<file path="config.mk">
export PLATFORM = sky130hd
export DESIGN_NAME = fifo_queue_search_minmax_core
export DESIGN_NICKNAME = d
export VERILOG_FILES = /design/src/fqsm_pkg.sv /design/src/fqsm_mem.sv /design/src/fqsm_scan.sv /design/src/fifo_queue_search_minmax_core.sv
export SDC_FILE = /design/constraint.sdc
export NUM_CORES = 2
export LEC_CHECK = 0
export BUFFER_PORTS_ARGS = -buffer_cell sky130_fd_sc_hd__buf_2
export CELL_PAD_IN_SITES_DETAIL_PLACEMENT = 1
export CELL_PAD_IN_SITES_GLOBAL_PLACEMENT = 1
export CORE_MARGIN = 4
export CORE_UTILIZATION = 53
export DETAILED_ROUTE_END_ITERATION = 10
export GPL_TIMING_DRIVEN = 0
export PLACE_DENSITY_LB_ADDON = 0.3
export SYNTH_ARGS = -nofsm -noshare
export SYNTH_HDL_FRONTEND = slang
export SYNTH_HIERARCHICAL = 1
export SYNTH_SLANG_ARGS = --single-unit
</file>
<file path="constraint.sdc">
create_clock -name clk -period 21.2 [get_ports clk]
set_input_delay 4.24 -clock clk [delete_from_list [all_inputs] [get_ports clk]]
set_output_delay 4.24 -clock clk [all_outputs]
set_load 0.03 [all_outputs]
</file>
<file path="src/fqsm_pkg.sv">
// fqsm_pkg: shared constants, codes and types of the queue with search and min/max
// used by fqsm_mem, fqsm_scan and fifo_queue_search_minmax_core
package fqsm_pkg;

	// default number of queue slots
	localparam int QUEUE_DEPTH_DEF = 16;

	// fixed field widths
	localparam int VAL_W    = 64;
	localparam int OP_W     = 2;
	localparam int STATUS_W = 2;
	localparam int POS_W    = 4;
	localparam int COUNT_W  = 5;

	// operation codes
	localparam logic [OP_W-1:0] OP_INSERT = 2'd0;
	localparam logic [OP_W-1:0] OP_REMOVE = 2'd1;
	localparam logic [OP_W-1:0] OP_SEARCH = 2'd2;
	localparam logic [OP_W-1:0] OP_CLEAR  = 2'd3;

	// status codes
	localparam logic [STATUS_W-1:0] ST_OK        = 2'd0;
	localparam logic [STATUS_W-1:0] ST_EMPTY     = 2'd1;
	localparam logic [STATUS_W-1:0] ST_FULL      = 2'd2;
	localparam logic [STATUS_W-1:0] ST_NOT_FOUND = 2'd3;

	// control from the sequencer to the compare unit
	typedef struct packed {
		logic clr;  // clear all accumulators for a new item
		logic vld;  // an entry is on the read data bus this cycle
		logic rem;  // that entry is the removed head
	} scan_ctl_t;

endpackage

</file>
<file path="src/fqsm_mem.sv">
// fqsm_mem: entry storage of the queue, one write port and one registered read port
// depends on fqsm_pkg for the value width
module fqsm_mem #(
	parameter int DEPTH = fqsm_pkg::QUEUE_DEPTH_DEF,
	parameter int IW    = $clog2(DEPTH)
) (
	input  logic                          clk,
	input  logic                          we,
	input  logic [IW-1:0]                 waddr,
	input  logic [fqsm_pkg::VAL_W-1:0]    wdata,
	input  logic                          re,
	input  logic [IW-1:0]                 raddr,
	output logic [fqsm_pkg::VAL_W-1:0]    rdata
);

	logic [fqsm_pkg::VAL_W-1:0] mem [DEPTH];
	logic [fqsm_pkg::VAL_W-1:0] rdata_q;

	// write port
	always_ff @(posedge clk) begin
		if (we) begin
			mem[waddr] <= wdata;
		end
	end

	// registered read port
	always_ff @(posedge clk) begin
		if (re) begin
			rdata_q <= mem[raddr];
		end
	end

	assign rdata = rdata_q;

endmodule

</file>
<file path="src/fqsm_scan.sv">
// fqsm_scan: shared compare unit, one entry per cycle: first match, max, min, removed head
// depends on fqsm_pkg for the value width and the scan control struct
module fqsm_scan #(
	parameter int CW = fqsm_pkg::COUNT_W
) (
	input  logic                              clk,
	input  logic                              arst_n,
	input  fqsm_pkg::scan_ctl_t               ctl,
	input  logic signed [fqsm_pkg::VAL_W-1:0] data,
	input  logic signed [fqsm_pkg::VAL_W-1:0] key,
	output logic                              found,
	output logic [CW-1:0]                     pos,
	output logic signed [fqsm_pkg::VAL_W-1:0] largest,
	output logic signed [fqsm_pkg::VAL_W-1:0] smallest,
	output logic signed [fqsm_pkg::VAL_W-1:0] removed
);

	logic                              have_q;
	logic                              found_q;
	logic [CW-1:0]                     idx_q;
	logic [CW-1:0]                     pos_q;
	logic signed [fqsm_pkg::VAL_W-1:0] max_q;
	logic signed [fqsm_pkg::VAL_W-1:0] min_q;
	logic signed [fqsm_pkg::VAL_W-1:0] removed_q;

	// flags and position
	always_ff @(posedge clk or negedge arst_n) begin
		if (!arst_n) begin
			have_q  <= 1'b0;
			found_q <= 1'b0;
			idx_q   <= '0;
			pos_q   <= '0;
		end else if (ctl.clr) begin
			have_q  <= 1'b0;
			found_q <= 1'b0;
			idx_q   <= '0;
			pos_q   <= '0;
		end else if (ctl.vld && !ctl.rem) begin
			have_q <= 1'b1;
			idx_q  <= idx_q + 1'b1;
			// keep only the match nearest the head
			if (!found_q && data == key) begin
				found_q <= 1'b1;
				pos_q   <= idx_q;
			end
		end
	end

	// running maximum, minimum and removed head value
	always_ff @(posedge clk) begin
		if (ctl.clr) begin
			removed_q <= '0;
		end else if (ctl.vld && ctl.rem) begin
			removed_q <= data;
		end else if (ctl.vld) begin
			if (!have_q || data > max_q) begin
				max_q <= data;
			end
			if (!have_q || data < min_q) begin
				min_q <= data;
			end
		end
	end

	assign found    = found_q;
	assign pos      = pos_q;
	assign largest  = have_q ? max_q : '0;
	assign smallest = have_q ? min_q : '0;
	assign removed  = removed_q;

endmodule

</file>
<file path="src/fifo_queue_search_minmax_core.sv">
// fifo_queue_search_minmax_core: ring-buffer queue with search and min/max, top level
// depends on fqsm_pkg, fqsm_mem and fqsm_scan
//
// Usage:
//   Input channel (in_valid, in_stall, op, value) carries one item: insert value at
//   the tail, remove the head, search for value, or clear the queue.
//   Output channel (out_valid, out_stall and the result fields) returns exactly one
//   result item per input item, in order.
//   Each item is scanned entry by entry in S_SCAN, then passes S_DRAIN and S_DONE;
//   the entries read are the entry count before the step for a remove, after it
//   otherwise, and the next item can be accepted from the cycle after the result
//   is loaded. The scan pace is set by the single read port of the entry memory
//   feeding the shared compare unit one entry per cycle.
//   in_stall is high while an item is in work; one item is in flight at a time.
//   A finished result sits in the output register; the next item can be accepted
//   while it waits. If the receiver still stalls when the following result is
//   ready, the sequencer holds that result and keeps in_stall high.
//   Reset empties the queue (head, tail, count zero) and drops any pending result;
//   entry contents are not cleared since only occupied slots are ever read.
module fifo_queue_search_minmax_core #(
	parameter int QUEUE_DEPTH = fqsm_pkg::QUEUE_DEPTH_DEF
) (
	input  logic                                    clk,
	input  logic                                    arst_n,
	input  logic                                    in_valid,
	output logic                                    in_stall,
	input  logic [fqsm_pkg::OP_W-1:0]               op,
	input  logic signed [fqsm_pkg::VAL_W-1:0]       value,
	output logic                                    out_valid,
	input  logic                                    out_stall,
	output logic [fqsm_pkg::STATUS_W-1:0]           status,
	output logic signed [fqsm_pkg::VAL_W-1:0]       removed_value,
	output logic                                    found,
	output logic [fqsm_pkg::POS_W-1:0]              position,
	output logic [fqsm_pkg::COUNT_W-1:0]            entry_count,
	output logic signed [fqsm_pkg::VAL_W-1:0]       largest,
	output logic signed [fqsm_pkg::VAL_W-1:0]       smallest
);

	localparam int IW = $clog2(QUEUE_DEPTH);
	localparam int CW = $clog2(QUEUE_DEPTH + 1);

	localparam logic [IW-1:0] LAST_IDX = IW'(QUEUE_DEPTH - 1);
	localparam logic [CW-1:0] FULL_CNT = CW'(QUEUE_DEPTH);

	// sequencer states
	localparam logic [1:0] S_IDLE  = 2'd0;
	localparam logic [1:0] S_SCAN  = 2'd1;
	localparam logic [1:0] S_DRAIN = 2'd2;
	localparam logic [1:0] S_DONE  = 2'd3;

	logic [1:0]                              state_q;
	logic [IW-1:0]                           head_q;
	logic [IW-1:0]                           tail_q;
	logic [CW-1:0]                           count_q;
	logic [IW-1:0]                           rd_addr_q;
	logic [CW-1:0]                           left_q;
	logic                                    rem_pend_q;
	logic                                    srch_q;
	logic [fqsm_pkg::STATUS_W-1:0]           stat_q;
	logic signed [fqsm_pkg::VAL_W-1:0]       key_q;
	logic                                    clr_q;
	logic                                    rd_vld_s1;
	logic                                    rd_rem_s1;

	logic                                    out_valid_q;
	logic [fqsm_pkg::STATUS_W-1:0]           status_q;
	logic signed [fqsm_pkg::VAL_W-1:0]       removed_q;
	logic                                    found_q;
	logic [fqsm_pkg::POS_W-1:0]              position_q;
	logic [fqsm_pkg::COUNT_W-1:0]            count_out_q;
	logic signed [fqsm_pkg::VAL_W-1:0]       largest_q;
	logic signed [fqsm_pkg::VAL_W-1:0]       smallest_q;

	logic                                    accept;
	logic                                    wr_en;
	logic                                    rd_en;
	logic                                    load_out;
	logic [IW-1:0]                           head_nxt;
	logic [IW-1:0]                           tail_nxt;
	logic [IW-1:0]                           rd_addr_nxt;
	logic [fqsm_pkg::VAL_W-1:0]              rd_data;
	fqsm_pkg::scan_ctl_t                     scan_ctl;
	logic                                    sc_found;
	logic [CW-1:0]                           sc_pos;
	logic signed [fqsm_pkg::VAL_W-1:0]       sc_max;
	logic signed [fqsm_pkg::VAL_W-1:0]       sc_min;
	logic signed [fqsm_pkg::VAL_W-1:0]       sc_removed;

	// handshake and ring index arithmetic
	assign in_stall    = (state_q != S_IDLE);
	assign accept      = in_valid && !in_stall;
	assign head_nxt    = (head_q == LAST_IDX) ? '0 : head_q + 1'b1;
	assign tail_nxt    = (tail_q == LAST_IDX) ? '0 : tail_q + 1'b1;
	assign rd_addr_nxt = (rd_addr_q == LAST_IDX) ? '0 : rd_addr_q + 1'b1;
	assign wr_en       = accept && (op == fqsm_pkg::OP_INSERT) && (count_q != FULL_CNT);
	assign rd_en       = (state_q == S_SCAN) && (left_q != '0);
	assign load_out    = (state_q == S_DONE) && (!out_valid_q || !out_stall);

	fqsm_mem #(
		.DEPTH (QUEUE_DEPTH),
		.IW    (IW)
	) u_mem (
		.clk   (clk),
		.we    (wr_en),
		.waddr (tail_q),
		.wdata (value),
		.re    (rd_en),
		.raddr (rd_addr_q),
		.rdata (rd_data)
	);

	assign scan_ctl.clr = clr_q;
	assign scan_ctl.vld = rd_vld_s1;
	assign scan_ctl.rem = rd_rem_s1;

	fqsm_scan #(
		.CW (CW)
	) u_scan (
		.clk      (clk),
		.arst_n   (arst_n),
		.ctl      (scan_ctl),
		.data     (rd_data),
		.key      (key_q),
		.found    (sc_found),
		.pos      (sc_pos),
		.largest  (sc_max),
		.smallest (sc_min),
		.removed  (sc_removed)
	);

	// sequencer, queue pointers and read issue
	always_ff @(posedge clk or negedge arst_n) begin
		if (!arst_n) begin
			state_q    <= S_IDLE;
			head_q     <= '0;
			tail_q     <= '0;
			count_q    <= '0;
			rd_addr_q  <= '0;
			left_q     <= '0;
			rem_pend_q <= 1'b0;
			srch_q     <= 1'b0;
			stat_q     <= fqsm_pkg::ST_OK;
			clr_q      <= 1'b0;
			rd_vld_s1  <= 1'b0;
			rd_rem_s1  <= 1'b0;
		end else begin
			clr_q     <= accept;
			rd_vld_s1 <= rd_en;
			rd_rem_s1 <= rd_en && rem_pend_q;
			case (state_q)
				S_IDLE: begin
					if (accept) begin
						rd_addr_q  <= head_q;
						rem_pend_q <= 1'b0;
						srch_q     <= 1'b0;
						stat_q     <= fqsm_pkg::ST_OK;
						state_q    <= S_SCAN;
						case (op)
							fqsm_pkg::OP_INSERT: begin
								if (count_q == FULL_CNT) begin
									stat_q <= fqsm_pkg::ST_FULL;
									left_q <= count_q;
								end else begin
									tail_q  <= tail_nxt;
									count_q <= count_q + 1'b1;
									left_q  <= count_q + 1'b1;
								end
							end
							fqsm_pkg::OP_REMOVE: begin
								left_q <= count_q;
								if (count_q == '0) begin
									stat_q <= fqsm_pkg::ST_EMPTY;
								end else begin
									head_q     <= head_nxt;
									count_q    <= count_q - 1'b1;
									rem_pend_q <= 1'b1;
								end
							end
							fqsm_pkg::OP_SEARCH: begin
								left_q <= count_q;
								if (count_q == '0) begin
									stat_q <= fqsm_pkg::ST_EMPTY;
								end else begin
									srch_q <= 1'b1;
								end
							end
							default: begin
								head_q  <= '0;
								tail_q  <= '0;
								count_q <= '0;
								left_q  <= '0;
							end
						endcase
					end
				end
				S_SCAN: begin
					if (left_q != '0) begin
						rd_addr_q  <= rd_addr_nxt;
						left_q     <= left_q - 1'b1;
						rem_pend_q <= 1'b0;
					end else begin
						state_q <= S_DRAIN;
					end
				end
				S_DRAIN: begin
					state_q <= S_DONE;
				end
				default: begin
					if (load_out) begin
						state_q <= S_IDLE;
					end
				end
			endcase
		end
	end

	// output register valid
	always_ff @(posedge clk or negedge arst_n) begin
		if (!arst_n) begin
			out_valid_q <= 1'b0;
		end else if (load_out) begin
			out_valid_q <= 1'b1;
		end else if (!out_stall) begin
			out_valid_q <= 1'b0;
		end
	end

	// search key
	always_ff @(posedge clk) begin
		if (accept) begin
			key_q <= value;
		end
	end

	// output register payload
	always_ff @(posedge clk) begin
		if (load_out) begin
			if (srch_q) begin
				status_q <= sc_found ? fqsm_pkg::ST_OK : fqsm_pkg::ST_NOT_FOUND;
			end else begin
				status_q <= stat_q;
			end
			found_q     <= srch_q && sc_found;
			position_q  <= (srch_q && sc_found) ? fqsm_pkg::POS_W'(sc_pos) : '0;
			removed_q   <= sc_removed;
			count_out_q <= fqsm_pkg::COUNT_W'(count_q);
			largest_q   <= sc_max;
			smallest_q  <= sc_min;
		end
	end

	assign out_valid     = out_valid_q;
	assign status        = status_q;
	assign removed_value = removed_q;
	assign found         = found_q;
	assign position      = position_q;
	assign entry_count   = count_out_q;
	assign largest       = largest_q;
	assign smallest      = smallest_q;

`ifndef SYNTH
	// occupancy never exceeds the ring size
	a_count_range: assert property (@(posedge clk) disable iff (!arst_n)
		count_q <= FULL_CNT)
		else $error("queue count exceeds depth");

	// an empty or full ring has head and tail on the same slot
	a_ptr_match: assert property (@(posedge clk) disable iff (!arst_n)
		(count_q == '0 || count_q == FULL_CNT) |-> head_q == tail_q)
		else $error("head and tail disagree with count");

	// a new result only appears after the sequencer finished an item
	a_out_from_done: assert property (@(posedge clk) disable iff (!arst_n)
		$rose(out_valid) |-> $past(state_q == S_DONE))
		else $error("result produced outside done state");

	// no memory read is issued for an item beyond its entries
	a_read_bound: assert property (@(posedge clk) disable iff (!arst_n)
		rd_en |-> left_q <= FULL_CNT)
		else $error("scan length out of range");
`endif

endmodule
</file>
==> flow_metrics.env <==
export IMPL_cp_arrival_ns=7.26
export IMPL_hold_path_class="reg -> reg"
export IMPL_layout_nets=4017
export IMPL_hold_violations=0
export IMPL_worstRegToRegCells=10
export IMPL_grt_pass1_wl_um=250000
export IMPL_tightest_slew_ns=1.47
export IMPL_placed_area_um2=66400
export IMPL_start_util_pct=53.7
export IMPL_h_tree_depth=4
export IMPL_track_usage_pct=28.5
export IMPL_num_rows=124
export IMPL_vias=33900
export IMPL_cts_tree="built"
export IMPL_cts_root_buf="clkbuf_16"
export IMPL_core_um2=115000
export IMPL_seq_power_share_pct=44.5
export IMPL_clkPwrFrac_pct=28.3
export IMPL_drt_iter0_markers=3807
export IMPL_syn_area_um2=61600
export IMPL_power_density_nw_per_um2=133
export IMPL_crit_path_end_kind="flop"
export IMPL_final_area_um2=71400
export IMPL_period_share_pct=32.1
export IMPL_status="complete, no violations"
export IMPL_die_area_um2=122000
export IMPL_routabilityCongestion=0.830
export IMPL_route_detailed_drc=0
export IMPL_clock_sinks=1590
export IMPL_dp_hpwl_um=117000
export IMPL_ant_nets=0
export IMPL_period_needed_ns=6.81
export IMPL_max_freq_mhz=147
export IMPL_yosys_warnings=6
export IMPL_die_h_um=349
export IMPL_firstDrtPassIters=6
export IMPL_post_cts_buffers=0
export IMPL_ctsResizeCount=0
export IMPL_antenna_found_initial=24
export IMPL_avgViaCountPerCell=6.22
export IMPL_synth_nets=3499
export IMPL_hold_buffers=0
export IMPL_maxCapViolCount=0
export IMPL_reg2reg_setup_slack_ns=16.88
export IMPL_combPwrFrac_pct=27.2
export IMPL_fin_skew_ns=0.0271
export IMPL_switchingPower_mw=3.09
export IMPL_grt_max_degree=43
export IMPL_rsz0062_at_grt="no"
export IMPL_hp_start="u_scan/removed[19]"
export IMPL_overflow=0
export IMPL_peakVddDrop_uv=87.4
export IMPL_syn_inst=3286
export IMPL_setup_violations=0
export IMPL_rr_startpoint="u_mem/rdata[30]"
export IMPL_holdWs_ns=0.427
export IMPL_grt_pass1_vias=36000
export IMPL_critPathKind="in -> reg"
export IMPL_io_pins=276
export IMPL_cp_max_fo=18
export IMPL_whs_path_depth=0
export IMPL_drt_total_wl_um=171000
export IMPL_cts_buffer_depth=3
export IMPL_final_core_util_pct=62.2
export IMPL_layout_drive_gt1_share_pct=23.1
export IMPL_avgSynthCellArea_um2=18.7
export IMPL_total_power_mw=9.49
export IMPL_cts_buffers=156
export IMPL_switching_share_pct=32.6
export IMPL_fp_dieW_um=349
export IMPL_area_growth_pct=15.9
export IMPL_worstSkewPairLatency_ns=0.77
export IMPL_r2r_end="u_scan/max_q[23]"
export IMPL_max_slew_margin_pct=1.94
export IMPL_power_leakage_nw=24.6
export IMPL_drv_slew=0
export IMPL_routedWlPerCell_um=31.4
export IMPL_clkTransAtPathRegs_ns=0.06
export IMPL_cp_start_kind="input pin"
export IMPL_hold_path_endpoint="removed_value[19]"
export IMPL_internal_power_mw=6.39
export IMPL_required_ns=21.65
export IMPL_io_buffers=275
-- cell type report --
class                   count  area, µm²
fillers                  9878      43400
plain buffers             130        639
multi-input cells        1407      13600
well taps                1512       1890
diodes                     14       35.0
repair buffers            360       2800
inverters                 159        599
clock inverters            89        761
flip-flops and latches   1590      46900
clock buffers             198       4180
-- metrics by stage --
| stage | instances | TNS (ns) | setup WS, ns |
|---|---|---|---|
| after floorplan | 3286 | 0 | 1.13 |
| after global routing | 5447 | 0 | 14.26 |
| final | 5459 | 0 | 14.39 |
| after CTS | 5445 | 0 | 14.47 |
| after global placement | 5073 | -1021.01 | -5.03 |
| after detailed placement | 5158 | 0 | 13.64 |
-- sequential cells by signal (all words and copies together) (netlist names), 4 cells and up --
register / count
u_mem/rdata: 64
u_scan/idx_q: 4
smallest: 64
position: 4
largest: 64
tail_q: 4
removed_value: 64
entry_count: 5
u_scan/min_q: 64
head_q: 4
u_scan/max_q: 64
u_scan/removed: 64
count_q: 5
u_scan/pos: 4
rd_addr_q: 4
key_q: 64
left_q: 5
u_mem/mem: 1024
-- power by group through the flow --
stage | clock, mW | sequential, mW | combinational (mW)
after floorplan | 0 | 4.46 | 1.43
after global placement | 0 | 4.43 | 2.35
after detailed placement | 0 | 4.28 | 2.54
after CTS | 2.72 | 4.22 | 2.59
after global routing | 2.87 | 4.25 | 2.75
final | 2.68 | 4.22 | 2.58
-- layer usage --
layer | vias to the layer above | GRT usage [%] | routed length (µm)
met3 | 369 | 5.76 | 14800
met5 | - | 0 | 82
li1 | 14000 | - | -
met4 | 14 | 11.1 | 7340
met1 | 17700 | 36.7 | 63300
met2 | 1796 | 48.1 | 85900
-- worst max-delay path by stage --
| stage | start | endpoint | slack, ns | cells past startpoint |
|---|---|---|---|---|
| after floorplan | out_stall | entry_count[0] | 1.13 | 1 |
| after global placement | out_stall | removed_value[56] | -5.03 | 2 |
| after detailed placement | op[0] | u_mem/mem[2][47] | 13.64 | 10 |
| after CTS | op[0] | u_mem/mem[6][56] | 14.47 | 11 |
| after global routing | op[0] | u_mem/mem[6][55] | 14.26 | 11 |
| final | op[0] | u_mem/mem[6][56] | 14.39 | 11 |
-- worst max-delay path: stages --
cell	delay [ns]
buf_2	0.12
inv_1	0.07
ha_1	0.17
clkbuf_1	0.36
nand2_1	0.13
nor2_1	0.29
nand3b_1	0.38
nor2_4	0.76
buf_12	0.28
buf_12	0.22
buf_16	0.20
-- layout by cell type, fill, tap and decap left out, types with 10 or more instances in the layout --
master	instances
and2_1	133
nand4_1	29
mux2i_1	13
buf_12	38
inv_1	158
buf_2	291
dfrtp_1	42
nor3_1	11
buf_1	20
xor2_1	40
mux4_2	256
a21oi_1	124
nor2_1	37
a21o_1	10
nor4_1	13
nor2_4	12
xnor2_1	18
o21ai_0	40
nand3_1	26
clkbuf_16	159
clkinv_1	35
edfxtp_1	1484
clkbuf_1	107
ha_1	143
a22oi_1	131
dfxtp_1	64
diode_2	14
clkinv_2	23
nand2_1	242
buf_6	49
Note: power is estimated with default switching activity, not from simulation.
